File: src/sv/ba_pkg.sv
// ----------------------------------------------------------------------------
// ba_pkg: shared constants, types and tree helpers
// Sizes of the managed range, controller-to-datapath command and status
// types, and the node/block index arithmetic of the buddy tree.
// ----------------------------------------------------------------------------
package ba_pkg;

  // Geometry of the managed range
  localparam int MIN_BLOCK_LOG2 = 7;
  localparam int SPACE_LOG2     = 17;
  localparam int HEADER_BYTES   = 8;
  localparam int NLEV           = SPACE_LOG2 - MIN_BLOCK_LOG2 + 1;
  localparam int TOP            = NLEV - 1;
  localparam int BLK_W          = SPACE_LOG2 - MIN_BLOCK_LOG2;
  localparam int NBLK           = 1 << BLK_W;
  localparam int NODE_W         = BLK_W + 1;
  localparam int LVL_W          = $clog2(NLEV);

  // Split bits are held as rows of one word each
  localparam int SB_BIT_W  = (BLK_W < 5) ? BLK_W : 5;
  localparam int SB_ROW_W  = BLK_W - SB_BIT_W;
  localparam int SB_WIDTH  = 1 << SB_BIT_W;
  localparam int SB_DEPTH  = 1 << SB_ROW_W;

  // Payload widths
  localparam int DATA_W = 32;
  localparam logic [DATA_W-1:0] BASE_RESET = 32'h0100_0000;

  // Item codes
  localparam logic CMD_ALLOC   = 1'b0;
  localparam logic CMD_FREE    = 1'b1;
  localparam logic STATUS_OK   = 1'b0;
  localparam logic STATUS_FAIL = 1'b1;

  // Datapath micro-operations
  typedef enum logic [4:0] {
    OP_NONE,
    OP_LOAD,
    OP_G_CHK,
    OP_FL_RD,
    OP_FL_WR,
    OP_G_ROOTFREE,
    OP_G_SHRINK0,
    OP_G_PUSHRIGHT,
    OP_G_SHRINK1,
    OP_POP,
    OP_DEC_B,
    OP_A_NODE,
    OP_A_SPLIT,
    OP_A_PUSHR,
    OP_A_DONE,
    OP_FAIL,
    OP_F_SETUP,
    OP_F_LVL,
    OP_F_BUDDY,
    OP_F_UP,
    OP_F_PUSH,
    OP_DONE0,
    OP_RM_RD,
    OP_RM_UPD,
    OP_PUSH1,
    OP_PUSH2
  } ba_op_t;

  typedef struct packed {
    ba_op_t op;
    logic   sel_b;     // list lookups indexed by the search level
  } ba_cmd_t;

  typedef struct packed {
    logic is_free;
    logic too_large;
    logic fa_null;
    logic off_out;
    logic grow_b;      // root must grow to reach level b
    logic grow_bm1;    // root must grow to reach level b-1
    logic par_bit;
    logic flip_val;
    logic ne_b;
    logic b_is_rl;
    logic b_zero;
    logic rl_zero;
    logic node_zero;
    logic b_lt_orig;
    logic out_free;
  } ba_stat_t;

  // Tree node of a block at a level
  function automatic logic [NODE_W-1:0] node_of(input logic [BLK_W-1:0] blk,
                                                input logic [LVL_W-1:0] lvl);
    logic [NODE_W-1:0] sh;
    logic [NODE_W-1:0] first;
    sh    = {1'b0, blk} >> (LVL_W'(TOP) - lvl);
    first = (NODE_W'(1) << lvl) - NODE_W'(1);
    return sh + first;
  endfunction

  // First smallest-block number covered by a node at a level
  function automatic logic [BLK_W-1:0] blk_of(input logic [NODE_W-1:0] node,
                                              input logic [LVL_W-1:0] lvl);
    logic [NODE_W-1:0] t;
    t = node + NODE_W'(1) - (NODE_W'(1) << lvl);
    return BLK_W'(t << (LVL_W'(TOP) - lvl));
  endfunction

endpackage

File: src/sv/ba_ctrl.sv
// ----------------------------------------------------------------------------
// ba_ctrl: allocator sequencer
// One-hot state machine that walks allocation, tree growth and free merges,
// calling remove, push and flip sequences with a return state.
// ----------------------------------------------------------------------------
module ba_ctrl import ba_pkg::*; (
  input  logic     clk,
  input  logic     rst,
  input  logic     in_valid,
  output logic     in_ready,
  input  ba_stat_t st,
  output ba_cmd_t  cmd
);

  typedef enum logic [29:0] {
    S_IDLE     = 30'd1 << 0,
    S_DISPATCH = 30'd1 << 1,
    S_A_LOOP   = 30'd1 << 2,
    S_G_TEST   = 30'd1 << 3,
    S_G_RD     = 30'd1 << 4,
    S_G_BR     = 30'd1 << 5,
    S_G_SH0    = 30'd1 << 6,
    S_G_SH1    = 30'd1 << 7,
    S_G_FL     = 30'd1 << 8,
    S_RM_RD    = 30'd1 << 9,
    S_RM_UPD   = 30'd1 << 10,
    S_PUSH1    = 30'd1 << 11,
    S_PUSH2    = 30'd1 << 12,
    S_FL_RD    = 30'd1 << 13,
    S_FL_WR    = 30'd1 << 14,
    S_A_POP    = 30'd1 << 15,
    S_A_POP2   = 30'd1 << 16,
    S_A_NODE   = 30'd1 << 17,
    S_A_NFL    = 30'd1 << 18,
    S_A_SPL    = 30'd1 << 19,
    S_A_PR     = 30'd1 << 20,
    S_A_DONE   = 30'd1 << 21,
    S_FAIL     = 30'd1 << 22,
    S_DONE0    = 30'd1 << 23,
    S_F_SETUP  = 30'd1 << 24,
    S_F_LVL    = 30'd1 << 25,
    S_F_LOOP   = 30'd1 << 26,
    S_F_CHK    = 30'd1 << 27,
    S_F_UP     = 30'd1 << 28,
    S_F_PUSH   = 30'd1 << 29
  } ba_state_t;

  ba_state_t state, state_next;
  ba_state_t ret, ret_next;     // return of remove/push/flip
  ba_state_t gret, gret_next;   // return of tree growth
  logic      gm, gm_next;       // grow towards b-1 instead of b

  always_ff @(posedge clk) begin
    if (rst) begin
      state <= S_IDLE;
      ret   <= S_IDLE;
      gret  <= S_IDLE;
      gm    <= 1'b0;
    end else begin
      state <= state_next;
      ret   <= ret_next;
      gret  <= gret_next;
      gm    <= gm_next;
    end
  end

  assign in_ready = (state == S_IDLE);

  // Next state and command
  always_comb begin
    state_next = state;
    ret_next   = ret;
    gret_next  = gret;
    gm_next    = gm;
    cmd.op     = OP_NONE;
    cmd.sel_b  = 1'b0;
    case (state)
      S_IDLE: begin
        if (in_valid) begin
          cmd.op     = OP_LOAD;
          state_next = S_DISPATCH;
        end
      end
      S_DISPATCH: begin
        if (st.is_free) begin
          state_next = (st.fa_null || st.off_out) ? S_DONE0 : S_F_SETUP;
        end else begin
          state_next = st.too_large ? S_FAIL : S_A_LOOP;
        end
      end

      // Allocation search
      S_A_LOOP: begin
        gm_next    = 1'b0;
        gret_next  = S_A_POP;
        state_next = S_G_TEST;
      end
      S_A_POP, S_A_POP2: begin
        cmd.sel_b = 1'b1;
        if (st.ne_b) begin
          cmd.op     = OP_POP;
          ret_next   = S_A_NODE;
          state_next = S_RM_RD;
        end else if (state == S_A_POP && st.b_is_rl && !st.b_zero) begin
          gm_next    = 1'b1;
          gret_next  = S_A_POP2;
          state_next = S_G_TEST;
        end else if (st.b_zero) begin
          state_next = S_FAIL;
        end else begin
          cmd.op     = OP_DEC_B;
          state_next = S_A_LOOP;
        end
      end
      S_A_NODE: begin
        cmd.op     = OP_A_NODE;
        state_next = S_A_NFL;
      end
      S_A_NFL: begin
        if (st.node_zero) begin
          state_next = S_A_SPL;
        end else begin
          ret_next   = S_A_SPL;
          state_next = S_FL_RD;
        end
      end
      S_A_SPL: begin
        if (st.b_lt_orig) begin
          cmd.op     = OP_A_SPLIT;
          ret_next   = S_A_PR;
          state_next = S_FL_RD;
        end else begin
          state_next = S_A_DONE;
        end
      end
      S_A_PR: begin
        cmd.op     = OP_A_PUSHR;
        ret_next   = S_A_SPL;
        state_next = S_PUSH1;
      end

      // Tree growth
      S_G_TEST: begin
        if (gm ? st.grow_bm1 : st.grow_b) begin
          cmd.op     = OP_G_CHK;
          state_next = S_G_RD;
        end else begin
          state_next = gret;
        end
      end
      S_G_RD: begin
        cmd.op     = OP_FL_RD;
        state_next = S_G_BR;
      end
      S_G_BR: begin
        if (!st.par_bit) begin
          cmd.op     = OP_G_ROOTFREE;
          ret_next   = S_G_SH0;
          state_next = S_RM_RD;
        end else begin
          cmd.op     = OP_G_PUSHRIGHT;
          ret_next   = S_G_SH1;
          state_next = S_PUSH1;
        end
      end
      S_G_SH0: begin
        cmd.op     = OP_G_SHRINK0;
        ret_next   = S_G_TEST;
        state_next = S_PUSH1;
      end
      S_G_SH1: begin
        cmd.op     = OP_G_SHRINK1;
        state_next = S_G_FL;
      end
      S_G_FL: begin
        if (st.rl_zero) begin
          state_next = S_G_TEST;
        end else begin
          ret_next   = S_G_TEST;
          state_next = S_FL_RD;
        end
      end

      // Shared list and split-bit sequences
      S_RM_RD: begin
        cmd.op     = OP_RM_RD;
        state_next = S_RM_UPD;
      end
      S_RM_UPD: begin
        cmd.op     = OP_RM_UPD;
        state_next = ret;
      end
      S_PUSH1: begin
        cmd.op     = OP_PUSH1;
        state_next = S_PUSH2;
      end
      S_PUSH2: begin
        cmd.op     = OP_PUSH2;
        state_next = ret;
      end
      S_FL_RD: begin
        cmd.op     = OP_FL_RD;
        state_next = S_FL_WR;
      end
      S_FL_WR: begin
        cmd.op     = OP_FL_WR;
        state_next = ret;
      end

      // Free and merge
      S_F_SETUP: begin
        cmd.op     = OP_F_SETUP;
        state_next = S_F_LVL;
      end
      S_F_LVL: begin
        cmd.op     = OP_F_LVL;
        state_next = S_F_LOOP;
      end
      S_F_LOOP: begin
        if (!st.b_zero) begin
          ret_next   = S_F_CHK;
          state_next = S_FL_RD;
        end else begin
          state_next = S_F_PUSH;
        end
      end
      S_F_CHK: begin
        if (st.flip_val || st.b_is_rl) begin
          state_next = S_F_PUSH;
        end else begin
          cmd.op     = OP_F_BUDDY;
          ret_next   = S_F_UP;
          state_next = S_RM_RD;
        end
      end
      S_F_UP: begin
        cmd.op     = OP_F_UP;
        state_next = S_F_LOOP;
      end
      S_F_PUSH: begin
        cmd.op     = OP_F_PUSH;
        ret_next   = S_DONE0;
        state_next = S_PUSH1;
      end

      // Results wait for a free output slot
      S_A_DONE: begin
        if (st.out_free) begin
          cmd.op     = OP_A_DONE;
          state_next = S_IDLE;
        end
      end
      S_FAIL: begin
        if (st.out_free) begin
          cmd.op     = OP_FAIL;
          state_next = S_IDLE;
        end
      end
      S_DONE0: begin
        if (st.out_free) begin
          cmd.op     = OP_DONE0;
          state_next = S_IDLE;
        end
      end
      default: begin
        state_next = S_IDLE;
      end
    endcase
  end

endmodule

File: config.mk
export PLATFORM = sky130hd
export DESIGN_NAME = ba_ctrl
export DESIGN_NICKNAME = d
export VERILOG_FILES = /design/src/sv/ba_pkg.sv /design/src/sv/ba_ctrl.sv
export SDC_FILE = /design/constraint.sdc
export NUM_CORES = 1
export LEC_CHECK = 0
export ABC_AREA = 0
export BUFFER_PORTS_ARGS = -buffer_cell sky130_fd_sc_hd__buf_4
export CORE_ASPECT_RATIO = 0.75
export CORE_MARGIN = 2
export CORE_UTILIZATION = 40
export DETAILED_ROUTE_END_ITERATION = 16
export PLACE_DENSITY = 0.54
export SKIP_CTS_REPAIR_TIMING = 1
export SLEW_MARGIN = 20
export SYNTH_ARGS = -nofsm -noshare
export SYNTH_HDL_FRONTEND = slang
export SYNTH_SLANG_ARGS = --single-unit
export TNS_END_PERCENT = 1
File: constraint.sdc
create_clock -name clk -period 2.8 [get_ports clk]
set_input_delay 0.28 -clock clk [delete_from_list [all_inputs] [get_ports clk]]
set_output_delay 0.28 -clock clk [all_outputs]
set_load 0.05 [all_outputs]
==> results.txt, run 1 <==
status: finished with violations
failing checks: setup timing
Slew @ Worst Pin: 0.735 ns
DR vias/cell: 5.82
first-iteration detailed-routing DRC count: 195
first-pass GRT wire length: 13200 um
I/O Pins: 25
sw power: 0.353 mW
share of layout cells above drive strength 1: 33.1%
Port Buffer Count: 24
vias in the first global route: 2394
die width: 98.5 um
cell taking the most area after synthesis: dfxtp_1
area share of the largest cell type after synthesis: 32.1%
Worst-path clk slew: 0.09 ns
Clock Skews: 0.00428 ns
Synth-to-Final Area Change: 32.1%
CP Capture Point: cmd[2]
most common cell after layout, fill and taps aside: buf_4
CP Class: register to primary output
fill count: 613
Initial Util: 42.0%
die footprint: 7370 um2
multiplexer share of the synthesized area: 1.68%
max-slew violation count: 0
Post-synth EDFFs: 0
largest net degree at the start of global routing: 46
Worst setup EP type: primary output
fraction of the mapped netlist area in adder cells: 0%
core footprint: 6380 um2
Final Setup Violations: 1
commonest cells after routing, fill and taps aside: buf_4, dfxtp_1, nor2_1
Synth area leaders: dfxtp_1, nor2_1, nor4_4, nand2_1, nor3_1
Sw Ratio: 28.6%
post-layout min period: 2.86 ns
nets@finish: 407
final hold vios: 0
CTS HTree Levels: 2
register share of total power: 50.3%
detailed-route wire length per cell: 19.0 um
Max Clk Rate: 350 MHz
CP Launch Point: state[17]$_SDFFE_PP0P_
Routed Antenna Nets: 0
crit path max fanout: 7
Mapped Area: 2680 um2
async set or reset register ratio after synthesis: 0%
#FFs+latches synth: 43
grt ovf: 0
main combinational cell family by area after synthesis: simple AND/OR/NAND/NOR gates
Comb power frac: 16.8%
RSZ-0062 raised after global routing: true
r2r startpoint: state[17]$_SDFFE_PP0P_
Internal Power: 0.880 mW
max_slew headroom: 50.3%
leakage: 1.42 nW
register area share after synthesis: 32.1%
Die Height: 74.9 um
root buffer cell: clkbuf_8
clock sink total: 43
Synth Area in Compound Gates: 14.5%
Routability Congestion: 0.981
initial antenna violation count: 0
later-pin clock latency in the skew report: 0.29 ns
Hold Path Class: input port to register
Post-Route Setup TNS: -0.0588 ns
Synth Net Count: 333
final wirelength: 8950 um
pwr dens: 348 nW/um2
Avg Cell Area, Syn: 8.50 um2
Netlist cell types: 61
antenna diode count: 0
Mapped Cells: 315
pre-CTS WS: 0.104 ns
Finished Core Util: 55.5%
Req. time, crit path: 2.52 ns
CTS tree: yes
Hold Path Depth: 2
r2r endpoint: state[17]$_SDFFE_PP0P_
Total Power: 1.23 mW
# rows: 25
CP startpoint kind: register
Clk network pwr share: 32.9%
Inst Count DP: 444
Non-Filler Instances: 471
r2r worst-path depth: 9
Multi-input gate area: 1850 um2
crit path DAT: 2.58 ns
Simple-Gate Fraction of Synth Area: 45.8%
maximum root-to-sink buffer count: 2
drt first pass iters: 5
synth warn: 0
Synth Flop Type: dfxtp_1
CTS Buf Count: 5
Final HPWL DP: 6820 um
xor and xnor area share after synthesis: 2.94%
Reg2Reg Setup Slack: 0.19 ns
fin worst setup slack: -0.0588 ns
final worst path period share: 102%
via count: 2739
Total Routing Usage GR: 23.7%
number of max-cap violations: 0
register area: 873 um2
DRC: 0
worst vdd ir: 0.000334 V
[how the worst min path moves through the flow]
stage	start	to	slack (ns)
2_1_floorplan	st[11]	state[24]$_SDFFE_PP0P_	0.36
3_3_place_gp	gret[15]$_SDFFE_PP0P_	state[15]$_SDFFE_PP0P_	0.44
3_5_place_dp	gret[15]$_SDFFE_PP0P_	state[15]$_SDFFE_PP0P_	0.43
4_1_cts	st[11]	state[24]$_SDFFE_PP0P_	0.14
5_1_grt	st[12]	state[24]$_SDFFE_PP0P_	0.14
6_report	st[11]	state[24]$_SDFFE_PP0P_	0.14
[per-stage QoR]
stage / cell area [um2] / hold WS (ns)
floorplan: 2680 / 0.355
global placement: 3170 / 0.437
detailed placement: 3170 / 0.425
CTS: 3250 / 0.141
global route: 3540 / 0.144
finish: 3540 / 0.143
[final cells by class]
type	instances	share of cell area, %
inverter	6	0.636
multi-input combinational	255	52.3
clock inverter	2	0.354
sequential	43	24.7
tap	81	2.86
timing repair buffer	78	17.1
clock buffer	6	2.05
[Yosys cell counts, types with 3 or more instances]
master     number
a21oi_1         7
nor4_1         10
nand4_2         4
and2_1          9
nor3_2          6
nand3_1         8
nor4b_1         4
nor3b_1         3
dfxtp_1        43
inv_1           6
o21ai_0         7
nand4b_1        5
nor2b_1        11
a2bb2oi_1       3
a211oi_1        4
and3_1          5
nand2b_1       12
and4b_1         3
o22ai_1         6
nor2_1         35
nor4_4          5
mux2i_1         3
nand2_1        23
nand4_1         8
a31oi_1         6
nor3_1         16
xnor2_1         7
or3_1           3
nand3b_1        8
clkbuf_1        8
[flip-flops by register name, summed over array words and instances (netlist names)]
register,count
gret,3
ret,10
state,30
[metal layers]
| layer | vias up | share of wire [%] | global-route usage [%] |
|---|---|---|---|
| met4 | 0 | 0.90 | 3.50 |
| li1 | 1336 | - | - |
| met1 | 1284 | 48 | 35.4 |
| met2 | 110 | 44 | 36.7 |
| met5 | - | 0 | 0 |
| met3 | 9 | 7.8 | 4.46 |
[critical path: stages, from the launching register on]
cell and delay (ns):
dfxtp_4 0.38, nor4_4 0.40, buf_4 0.20, nand4_4 0.14
or2_4 0.28, or4b_1 0.47, o2111ai_1 0.09, nand4b_1 0.16
buf_6 0.17
[kinds of logic after synthesis]
| logic type | after synthesis |
|---|---|
| simple gates | 189 |
| compound gates | 53 |
| flops | 43 |
| buf+inv | 17 |
| xor+xnor | 9 |
| mux | 4 |
[power groups by stage]
stage          combinational, mW  clock [mW]  sequential [mW]
3_5_place_dp               0.178           0            0.635
6_report                   0.208       0.405            0.620
4_1_cts                    0.179       0.416            0.621
5_1_grt                    0.221       0.437            0.621
3_3_place_gp               0.178           0            0.635
2_1_floorplan              0.105           0            0.634
Note: power is estimated with default switching activity, not from simulation.
==> run 2: changes to the inputs <==
- CORE_ASPECT_RATIO: 0.75 -> not set
- PLACE_DENSITY: 0.54 -> not set
==> run 2 against run 1 <==
  * Critical path type unchanged
  * Largest power group unchanged
  * Maximum frequency increased by 0.14%
  * The run ends with DRC, setup timing left
  * Hold slack improved by 0.0020 ns
  * Via count decreased by 0.26%
  * Sequential cell count unchanged
  * Clock-buffer cell count unchanged
==> results.txt, run 2 (same netlist as run 1, synthesis figures left out) <==
DR vias/cell: 5.98
Multi-input gate area: 1800 um2
initial antenna violation count: 0
CTS tree: yes
max_slew headroom: 58.6%
Hold Path Class: input port to register
register area: 870 um2
Total Routing Usage GR: 22.6%
Final HPWL DP: 6550 um
final worst path period share: 102%
die footprint: 7360 um2
# rows: 29
worst vdd ir: 0.000209 V
post-layout min period: 2.85 ns
Finished Core Util: 53.2%
largest net degree at the start of global routing: 46
Non-Filler Instances: 457
root buffer cell: clkbuf_8
commonest cells after routing, fill and taps aside: buf_4, dfxtp_1, nor2_1
detailed-route wire length per cell: 18.3 um
core footprint: 6420 um2
first-iteration detailed-routing DRC count: 261
final wirelength: 8350 um
Slew @ Worst Pin: 0.619 ns
CTS Buf Count: 5
Clock Skews: 0.00687 ns
RSZ-0062 raised after global routing: true
Max Clk Rate: 350 MHz
leakage: 1.35 nW
max reg flops: 30
Die Height: 85.8 um
crit path max fanout: 6
status: finished with violations
share of layout cells above drive strength 1: 28.7%
maximum root-to-sink buffer count: 2
antenna diode count: 0
CP startpoint kind: register
fill count: 613
I/O Pins: 25
worst path buffer plus inverter count: 2
Routability Congestion: 0.998
CP Class: register to primary output
Final Setup Violations: 1
drt first pass iters: 11
Port Buffer Count: 24
CTS HTree Levels: 2
Worst setup EP type: primary output
biggest regs: state (30), ret (10), gret (3)
vias in the first global route: 2465
later-pin clock latency in the skew report: 0.29 ns
nets@finish: 398
minimum hold slack: 0.145 ns
Largest Register: state
Total Power: 1.29 mW
max-slew violation count: 0
die width: 85.8 um
crit path DAT: 2.57 ns
DRC: 4
Initial Util: 41.7%
Req. time, crit path: 2.52 ns
Worst-path clk slew: 0.09 ns
Synth-to-Final Area Change: 27.5%
final hold vios: 0
failing checks: DRC, setup timing
most common cell after layout, fill and taps aside: buf_4
Routed Antenna Nets: 0
cell area after layout: 3410 um2
Inst Count DP: 437
number of max-cap violations: 0
delay-heaviest family, CP: simple AND/OR/NAND/NOR gates
crit-path cells: nor4_4 -> buf_4 -> nand4_1 -> or2_1 -> or4b_1 -> o2111ai_1 -> nand4b_1 -> buf_6
pwr dens: 379 nW/um2
Area after DPL: 3140 um2
CP max-delay cell: or4b_1
clock sink total: 43
grt ovf: 0
fin worst setup slack: -0.0550 ns
via count: 2732
first-pass GRT wire length: 12900 um
slowest stage delay, CP: 0.51 ns
## run 2: worst paths after layout
check,slack (ns),from,cells after the start,to
hold reg to reg,0.44,gret[15]$_SDFFE_PP0P_,2,state[15]$_SDFFE_PP0P_
setup / recovery,-0.05,state[1]$_SDFFE_PP0P_,8,cmd[2]
hold / removal,0.14,st[9],2,state[16]$_SDFFE_PP0P_
setup reg to reg,0.26,state[17]$_SDFFE_PP0P_,8,ret[3]$_SDFFE_PP0P_
## run 2: power by group
part           internal [mW]  leakage [nW]  switching [mW]
registers              0.614         0.349         0.00639
logic                 0.0862         0.947           0.111
clock network          0.262        0.0513           0.215
## run 2: cell type report
type                       instances  share of cell area, %
clock buffer                       6                   2.13
clock inverter                     1                  0.879
multi-input combinational        255                   52.7
timing repair buffer              69                   15.4
tap                               77                   2.82
sequential                        43                   25.5
inverter                           6                  0.660
## run 2: metal layers
metal	global-route usage [%]	share of wire [%]
met2	34.5	45
met3	4.14	7.3
met4	5.48	1.6
met5	0	0
met1	33.0	47
## run 2: worst register-to-register path, cell delays in order (launching register included)
cell and delay (ns):
dfxtp_4 0.38, nor4_4 0.34, buf_4 0.18, nand4_4 0.19, buf_4 0.21, nor4_1 0.34
nor4_1 0.13, a221oi_4 0.33, mux2_4 0.33
## run 2: per-stage QoR
stage	TNS, ns	setup slack [ns]
floorplan	0	0.0148
global placement	0	0.221
detailed placement	0	0.187
CTS	-0.484	-0.153
global route	-0.250	-0.143
finish	-0.0550	-0.0550
==> run 3: changes to the inputs <==
- REMOVE_ABC_BUFFERS: not set -> 1
==> run 3 against run 2 <==
  * The flow still finishes with violations (DRC, setup timing)
  * Clock power is 14% lower
  * Design area increased by 3.0%
  * Maximum frequency is 4.4% lower
  * Sequential power barely moved
==> results.txt, run 3 (same netlist as run 1, synthesis figures left out) <==
core footprint: 6420 um2
Hold Startpoint: st[11]
DR vias/cell: 6.09
max-slew violation count: 0
CTS HTree Levels: 2
Worst-path clk slew: 0.09 ns
CP Class: register to primary output
detailed-route wire length per cell: 18.8 um
Routability Congestion: 0.959
Total Routing Usage GR: 24.0%
CTS Buf Count: 5
Max Clk Rate: 335 MHz
drt first pass iters: 11
DRC: 3
number of max-cap violations: 0
vias in the first global route: 2505
Routed Antenna Nets: 0
clock sink total: 43
Final Setup Violations: 1
Largest Register: state
r2r startpoint: state[14]$_SDFFE_PP0P_
first-pass GRT wire length: 13400 um
nets@finish: 407
root buffer cell: clkbuf_8
later-pin clock latency in the skew report: 0.32 ns
Total Power: 1.25 mW
# rows: 29
fin worst setup slack: -0.188 ns
Synth-to-Final Area Change: 31.4%
Req. time, crit path: 2.52 ns
slowest stage delay, CP: 0.58 ns
final hold vios: 0
Port Buffer Count: 24
share of layout cells above drive strength 1: 30.8%
max_slew headroom: 45.8%
Finished Core Util: 54.8%
Non-Filler Instances: 467
CP max-delay cell: nor4_1
die footprint: 7360 um2
crit path DAT: 2.71 ns
Slew @ Worst Pin: 0.811 ns
first-iteration detailed-routing DRC count: 324
initial antenna violation count: 0
die width: 85.8 um
largest net degree at the start of global routing: 46
Clock Skews: 0.00563 ns
failing checks: DRC, setup timing
Hold Path Class: input port to register
Inst Count DP: 444
CP Launch Point: state[18]$_SDFFE_PP0P_
status: finished with violations
I/O Pins: 25
pwr dens: 356 nW/um2
CP startpoint kind: register
worst path buffer plus inverter count: 1
crit path max fanout: 7
delay-heaviest family, CP: simple AND/OR/NAND/NOR gates
most common cell after layout, fill and taps aside: buf_4
leakage: 1.42 nW
Final HPWL DP: 6670 um
final wirelength: 8800 um
CTS tree: yes
biggest regs: state (30), ret (10), gret (3)
maximum root-to-sink buffer count: 2
final worst path period share: 107%
antenna diode count: 0
commonest cells after routing, fill and taps aside: buf_4, dfxtp_1, nor2_1
max reg flops: 30
crit-path cells: nor4_1 -> nand4_1 -> or2_1 -> or4b_4 -> o2111ai_2 -> nand4b_1 -> buf_6
Die Height: 85.8 um
Initial Util: 41.7%
Post-Route Setup TNS: -0.188 ns
post-layout min period: 2.99 ns
grt ovf: 0
via count: 2842
Worst setup EP type: primary output
worst vdd ir: 0.000233 V
RSZ-0062 raised after global routing: true
## run 3: cell types whose count changed in the layout (fill, tap and decap cells not counted), sizes merged
cell,previous run,this run
clkinv,0,1
bufinv,1,0
buf,69,78
clkinvlp,0,1
## run 3: final timing paths
check	end	slack, ns	cells after the start
worst min register to register	state[15]$_SDFFE_PP0P_	0.44	2
worst min-delay path	state[24]$_SDFFE_PP0P_	0.12	2
worst max register to register	ret[3]$_SDFFE_PP0P_	0.09	7
worst max-delay path	cmd[2]	-0.19	7
## run 3: metrics by stage
stage / worst slack [ns] / hold slack, ns / area (um2)
after floorplan: -0.136 / 0.349 / 2620
after global placement: 0.139 / 0.419 / 3190
after detailed placement: 0.178 / 0.431 / 3190
after CTS: -0.147 / 0.122 / 3280
after global routing: -0.230 / 0.123 / 3520
final: -0.188 / 0.122 / 3520
## run 3: layout make-up
cell class / count / area (um2)
multi-input combinational: 255 / 1850
timing repair buffer: 78 / 602
fill: 613 / 2900
inverter: 6 / 22.5
sequential: 43 / 866
clock buffer: 6 / 72.6
clock inverter: 2 / 12.5
tap: 77 / 96.3
## run 3: power breakdown
| group | internal (mW) | switching (mW) | total [mW] |
|---|---|---|---|
| clock | 0.175 | 0.235 | 0.409 |
| combinational | 0.105 | 0.119 | 0.224 |
| sequential | 0.614 | 0.00536 | 0.619 |
## run 3: routing by layer
layer	share of wire (%)	vias up	GRT usage, %	wire length (um)
met1	45	1305	34.6	3970
met3	8.3	42	4.33	733
met4	4.4	0	9.09	390
met2	42	156	35.4	3700
met5	0	-	0	0
li1	-	1339	-	-
## run 3: worst reg2reg max path: cells and delay by family (launching register included)
family | cells | cell delay, ns
simple gates | 3 | 1.01
compound gates | 2 | 0.66
flops | 1 | 0.37
mux | 1 | 0.33
buf+inv | 1 | 0.23
